File: config.mk
export PLATFORM = sky130hd
export DESIGN_NAME = cht_ctrl
export DESIGN_NICKNAME = d
export VERILOG_FILES = /design/src/rtl/core/cht_pkg.sv /design/src/rtl/core/cht_ctrl.sv
export SDC_FILE = /design/constraint.sdc
export NUM_CORES = 1
export LEC_CHECK = 0
export BUFFER_PORTS_ARGS = -buffer_cell sky130_fd_sc_hd__clkbuf_2
export CORE_MARGIN = 2
export CORE_UTILIZATION = 31
export CTS_BUF_LIST = sky130_fd_sc_hd__clkbuf_4 sky130_fd_sc_hd__clkbuf_8
export DETAILED_ROUTE_END_ITERATION = 8
export GPL_TIMING_DRIVEN = 0
export SETUP_SLACK_MARGIN = 0.02
export SYNTH_ARGS = -nofsm -noshare
export SYNTH_HDL_FRONTEND = slang
export SYNTH_SLANG_ARGS = --single-unit
File: constraint.sdc
create_clock -name clk -period 1.6 [get_ports clk]
set_input_delay 0.24 -clock clk [delete_from_list [all_inputs] [get_ports clk]]
set_output_delay 0.24 -clock clk [all_outputs]
set_load 0.02 [all_outputs]
File: src/rtl/core/cht_pkg.sv
// shared types and constants for the chained hash table
`timescale 1ns / 1ps
package cht_pkg;

  localparam logic [63:0] FNV_PRIME  = 64'd16777619;
  localparam logic [63:0] FNV_OFFSET = 64'd2166136261;

  typedef enum logic [2:0] {
    OP_INSERT = 3'd0,
    OP_LOOKUP = 3'd1,
    OP_ERASE  = 3'd2,
    OP_LOOKUP_OR_INSERT = 3'd3,
    OP_COUNT  = 3'd4
  } op_t;

  typedef enum logic [2:0] {
    ST_INSERTED  = 3'd0,
    ST_DUPLICATE = 3'd1,
    ST_FOUND     = 3'd2,
    ST_NOT_FOUND = 3'd3,
    ST_ERASED    = 3'd4,
    ST_FULL      = 3'd5,
    ST_COUNT     = 3'd6
  } status_t;

  typedef struct packed {
    logic [2:0]  op;
    logic [63:0] key_hi;
    logic [63:0] key_lo;
    logic [63:0] value_in;
    logic [4:0]  bucket_index;
  } in_item_t;

  typedef struct packed {
    logic [2:0]  status;
    logic [63:0] value_out;
    logic [7:0]  chain_length;
  } out_item_t;

  typedef enum logic [3:0] {
    S_IDLE,
    S_HASH,
    S_HEAD,
    S_READ,
    S_CHECK,
    S_ADD,
    S_ADD_LINK,
    S_ERASE,
    S_ERASE_TAIL,
    S_DONE
  } state_t;

  // commands from controller to datapath
  typedef struct packed {
    logic load;
    logic hash_step;
    logic get_head;
    logic rd_entry;
    logic advance;
    logic add_alloc;
    logic add_link;
    logic do_erase;
    logic erase_fix;
    logic finish;
  } cmd_t;

  // status from datapath to controller
  typedef struct packed {
    logic [2:0] op;
    logic hash_done;
    logic cur_nil;
    logic match;
    logic steps_done;
    logic can_alloc;
  } stat_t;

endpackage

File: src/rtl/core/cht_ctrl.sv
// controller state machine of the chained hash table
`timescale 1ns / 1ps
module cht_ctrl (
  input  logic           clk,
  input  logic           rst_n,
  input  logic           start,
  input  cht_pkg::stat_t st,
  output cht_pkg::cmd_t  cmd,
  output logic           busy
);

  cht_pkg::state_t state_r, state_nxt;

  always_ff @(posedge clk) begin
    if (!rst_n) state_r <= cht_pkg::S_IDLE;
    else state_r <= state_nxt;
  end

  always_comb begin
    state_nxt = state_r;
    cmd = '0;
    busy = (state_r != cht_pkg::S_IDLE);
    case (state_r)
      cht_pkg::S_IDLE: begin
        if (start) begin
          cmd.load = 1'b1;
          state_nxt = cht_pkg::S_HASH;
        end
      end
      cht_pkg::S_HASH: begin
        if (st.hash_done) begin
          state_nxt = cht_pkg::S_HEAD;
        end else begin
          cmd.hash_step = 1'b1;
        end
      end
      cht_pkg::S_HEAD: begin
        cmd.get_head = 1'b1;
        state_nxt = cht_pkg::S_READ;
      end
      cht_pkg::S_READ: begin
        if (st.cur_nil || st.steps_done) begin
          if ((st.op == cht_pkg::OP_INSERT) || (st.op == cht_pkg::OP_LOOKUP_OR_INSERT))
            state_nxt = cht_pkg::S_ADD;
          else
            state_nxt = cht_pkg::S_DONE;
        end else begin
          cmd.rd_entry = 1'b1;
          state_nxt = cht_pkg::S_CHECK;
        end
      end
      cht_pkg::S_CHECK: begin
        if (st.match && (st.op != cht_pkg::OP_COUNT)) begin
          if (st.op == cht_pkg::OP_ERASE) state_nxt = cht_pkg::S_ERASE;
          else state_nxt = cht_pkg::S_DONE;
        end else begin
          cmd.advance = 1'b1;
          state_nxt = cht_pkg::S_READ;
        end
      end
      cht_pkg::S_ADD: begin
        if (st.can_alloc) begin
          cmd.add_alloc = 1'b1;
          state_nxt = cht_pkg::S_ADD_LINK;
        end else begin
          state_nxt = cht_pkg::S_DONE;
        end
      end
      cht_pkg::S_ADD_LINK: begin
        cmd.add_link = 1'b1;
        state_nxt = cht_pkg::S_DONE;
      end
      cht_pkg::S_ERASE: begin
        cmd.do_erase = 1'b1;
        state_nxt = cht_pkg::S_ERASE_TAIL;
      end
      cht_pkg::S_ERASE_TAIL: begin
        cmd.erase_fix = 1'b1;
        state_nxt = cht_pkg::S_DONE;
      end
      cht_pkg::S_DONE: begin
        cmd.finish = 1'b1;
        state_nxt = cht_pkg::S_IDLE;
      end
      default: state_nxt = cht_pkg::S_IDLE;
    endcase
  end

endmodule

==> impl_metrics.py <==
metrics = {
    "clocking": {
        "clk_path_buf_depth": 2,
        "tritoncts": "built",
        "cts_root_buf": "clkbuf_4",
        "clk_latency_ns": 0.23,
        "htreeDepth": 1,
        "hold_buffers": 0,
        "clk_pin_slew_worst_paths_ns": 0.04,
        "cts-buffers-inserted": 3,
        "clock-sinks": 4,
    },
    "place": {
        "io_buffers": 21,
        "gp_congestion": 0.706,
        "dp_hpwl_um": 851,
        "dp.cells": 97,
    },
    "setup_path": {
        "worstPathRequired_ns": 1.36,
        "path_buf_inv": 2,
        "crit_chain": "buf_4, nor4_2, buf_2",
        "cpPeakStageDelay_ns": 0.35,
        "crit_slowest_cell": "dfxtp_1",
        "path_max_fanout": 10,
        "crit_type": "register to output port",
        "end_kind": "output port",
        "r2r-end": "state_r[1]",
        "r2r-start": "state_r[1]",
        "start_kind": "register",
        "arrival_ns": 1.29,
        "rr_worst_depth": 5,
        "ff2ff_setup_slack_ns": 0.43,
        "critPathTopFamily": "buffers and inverters",
    },
    "final_layout": {
        "diodes": 0,
        "final_util": 0.459,
        "drive_gt1_frac": 0.424,
        "area_growth_pct": 36.4,
        "fin_nets": 98,
        "finalNonFillerCells": 100,
        "reg_top3": "state_r x4",
        "regMostFlops": "state_r",
        "largest_register_ffs": 4,
    },
    "synthesis": {
        "yosys-top-cells-count": "8 x nor2_1, 5 x a21oi_1, 5 x nand2_1",
        "ys_types": 31,
        "yosysMostFrequentCell": "nor2_1",
        "yosysSeqAreaShare": 0.181,
        "avgSynthCellArea_um2": 7.26,
        "synth_cells": 61,
        "synth_nets": 72,
        "synth-async-reset-ratio": 0,
        "synth_warnings": 0,
        "ys_top_cells_by_area": "dfxtp_1 18%, nor2_1 6.8%, and4_1 5.9%, a21oi_1 5.6%, nand2b_1 5.6%",
        "synth-main-ff-cell": "dfxtp_1",
        "yosysTopAreaCellShare": 0.181,
        "synth_edf_count": 0,
        "synth_top_area_cell": "dfxtp_1",
        "ys_seq_elements": 4,
        "syn_area_um2": 443,
    },
    "global_routing": {
        "first_global_vias": 480,
        "grt_use_total": 0.138,
        "grt_pass1_wl_um": 1950,
        "antenna_found_initial": 0,
        "gr-total-overflow": 0,
        "grt_max_degree": 11,
    },
    "drt": {
        "drt-initial-drc-count": 14,
        "drtAntennaViolNets": 0,
        "via_count": 509,
        "vias_per_cell": 5.09,
        "routed_wl_um": 1090,
        "drc": 0,
        "wl_per_cell_um": 10.9,
        "dr.pass1.iters": 4,
    },
    "power": {
        "vdd_drop_max_mv": 0.555,
        "cellPowerDensity_mw_per_mm2": 1220,
        "leakagePower_nw": 0.285,
    },
    "timing": {
        "drv_slew": 0,
        "finalCritPeriodShare": 0.958,
        "whs_ns": 0.269,
        "final-setup-viol-count": 0,
        "hold_viol": 0,
        "skew_ns": 0.0000640,
        "tightest_slew_ns": 0.265,
        "fin_setup_tns_ns": 0,
        "fmax_mhz": 653,
        "period_needed_ns": 1.53,
        "rsz0062_at_grt": "true",
        "slew_headroom": 0.822,
    },
    "die": {
        "die_h_um": 41.8,
        "core_mm2": 0.00132,
        "die_x_um": 41.8,
        "start_util": 0.336,
        "dieArea_mm2": 0.00175,
        "io_pins": 22,
        "rows": 13,
    },
    "outcome": {
        "outcome": "complete, no violations",
    },
    "hold_path": {
        "min_from": "rst_n",
        "whs_path_depth": 2,
        "hp-class": "input port to register",
        "hold_end": "state_r[3]",
    },
    "job": {
        "drv_cap": 0,
    },
}
## per-stage QoR
stage / instance area [um^2] / worst slack [ns] / power [mW]
global route: 604 / -0.00551 / 0.814
detailed placement: 567 / 0.320 / 0.602
global placement: 567 / 0.293 / 0.602
CTS: 589 / 0.0557 / 0.735
finish: 604 / 0.0678 / 0.739
floorplan: 443 / 0.237 / 0.486
## how the worst max path moves through the flow
| stage | cells past startpoint | startpoint | slack (ns) | end |
|---|---|---|---|---|
| global placement | 4 | state_r[3] | 0.29 | cmd[6] |
| finish | 3 | state_r[1] | 0.07 | cmd[8] |
| global route | 4 | state_r[3] | -0.006 | cmd[6] |
| floorplan | 3 | state_r[3] | 0.24 | cmd[6] |
| CTS | 4 | state_r[3] | 0.06 | cmd[6] |
| detailed placement | 4 | state_r[3] | 0.32 | cmd[6] |
## cells by family (layout without fill, tap and decap cells)
| logic type | Yosys count | count (layout) | share of synthesized area |
|---|---|---|---|
| AND/OR/NAND/NOR | 30 | 30 | 0.404 |
| AO/OA/AOI/OAI | 17 | 17 | 0.260 |
| buffers and inverters | 7 | 31 | 0.0960 |
| flip-flops | 4 | 4 | 0.181 |
| XOR/XNOR | 3 | 3 | 0.0593 |
## area by class of cell
type | instances | area [um^2]
buffer | 4 | 33.8
sequential | 4 | 80.1
multi-input combinational | 50 | 333
tap | 15 | 18.8
clock buffer | 3 | 22.5
fill | 133 | 713
timing repair buffer | 21 | 105
inverter | 3 | 11.3
## metal layers
metal	vias up	track usage	wire length, um
met5	-	0	0
met4	0	0.0387	0
li1	268	-	-
met3	0	0.0391	89
met1	216	0.195	529
met2	25	0.203	469
## cell usage in the layout (no fill, tap or decap), drive strengths merged
cell | synthesis | layout
nor4bb | 1 | 1
a21oi | 5 | 5
nand2 | 5 | 5
nor3 | 2 | 2
inv | 3 | 3
o32ai | 1 | 1
and3 | 3 | 3
nand3 | 1 | 1
o211a | 1 | 1
o21bai | 1 | 1
a21boi | 1 | 1
xnor2 | 2 | 2
o31a | 1 | 1
nand4bb | 1 | 1
buf | 4 | 5
xor2 | 1 | 1
nor4 | 1 | 1
dfxtp | 4 | 4
o22ai | 2 | 2
nor2 | 9 | 9
a22oi | 1 | 1
clkbuf | 0 | 23
and4 | 3 | 3
nand2b | 4 | 4
o21ai | 4 | 4
## what timing repair did
| action | 4_1_cts | 5_1_grt |
|---|---|---|
| endpoints found under the setup margin | 0 | 5 |
| resized for setup | 0 | 6 |
| buffers inserted | 0 | 0 |
## report_power, final
part | switching [mW] | internal, mW | leakage [nW]
Combinational | 0.279 | 0.187 | 0.239
Clock | 0.0430 | 0.0840 | 0.0138
Sequential | 0.0211 | 0.125 | 0.0326
Total | 0.343 | 0.395 | 0.285
Note: power is estimated with default switching activity, not from simulation.
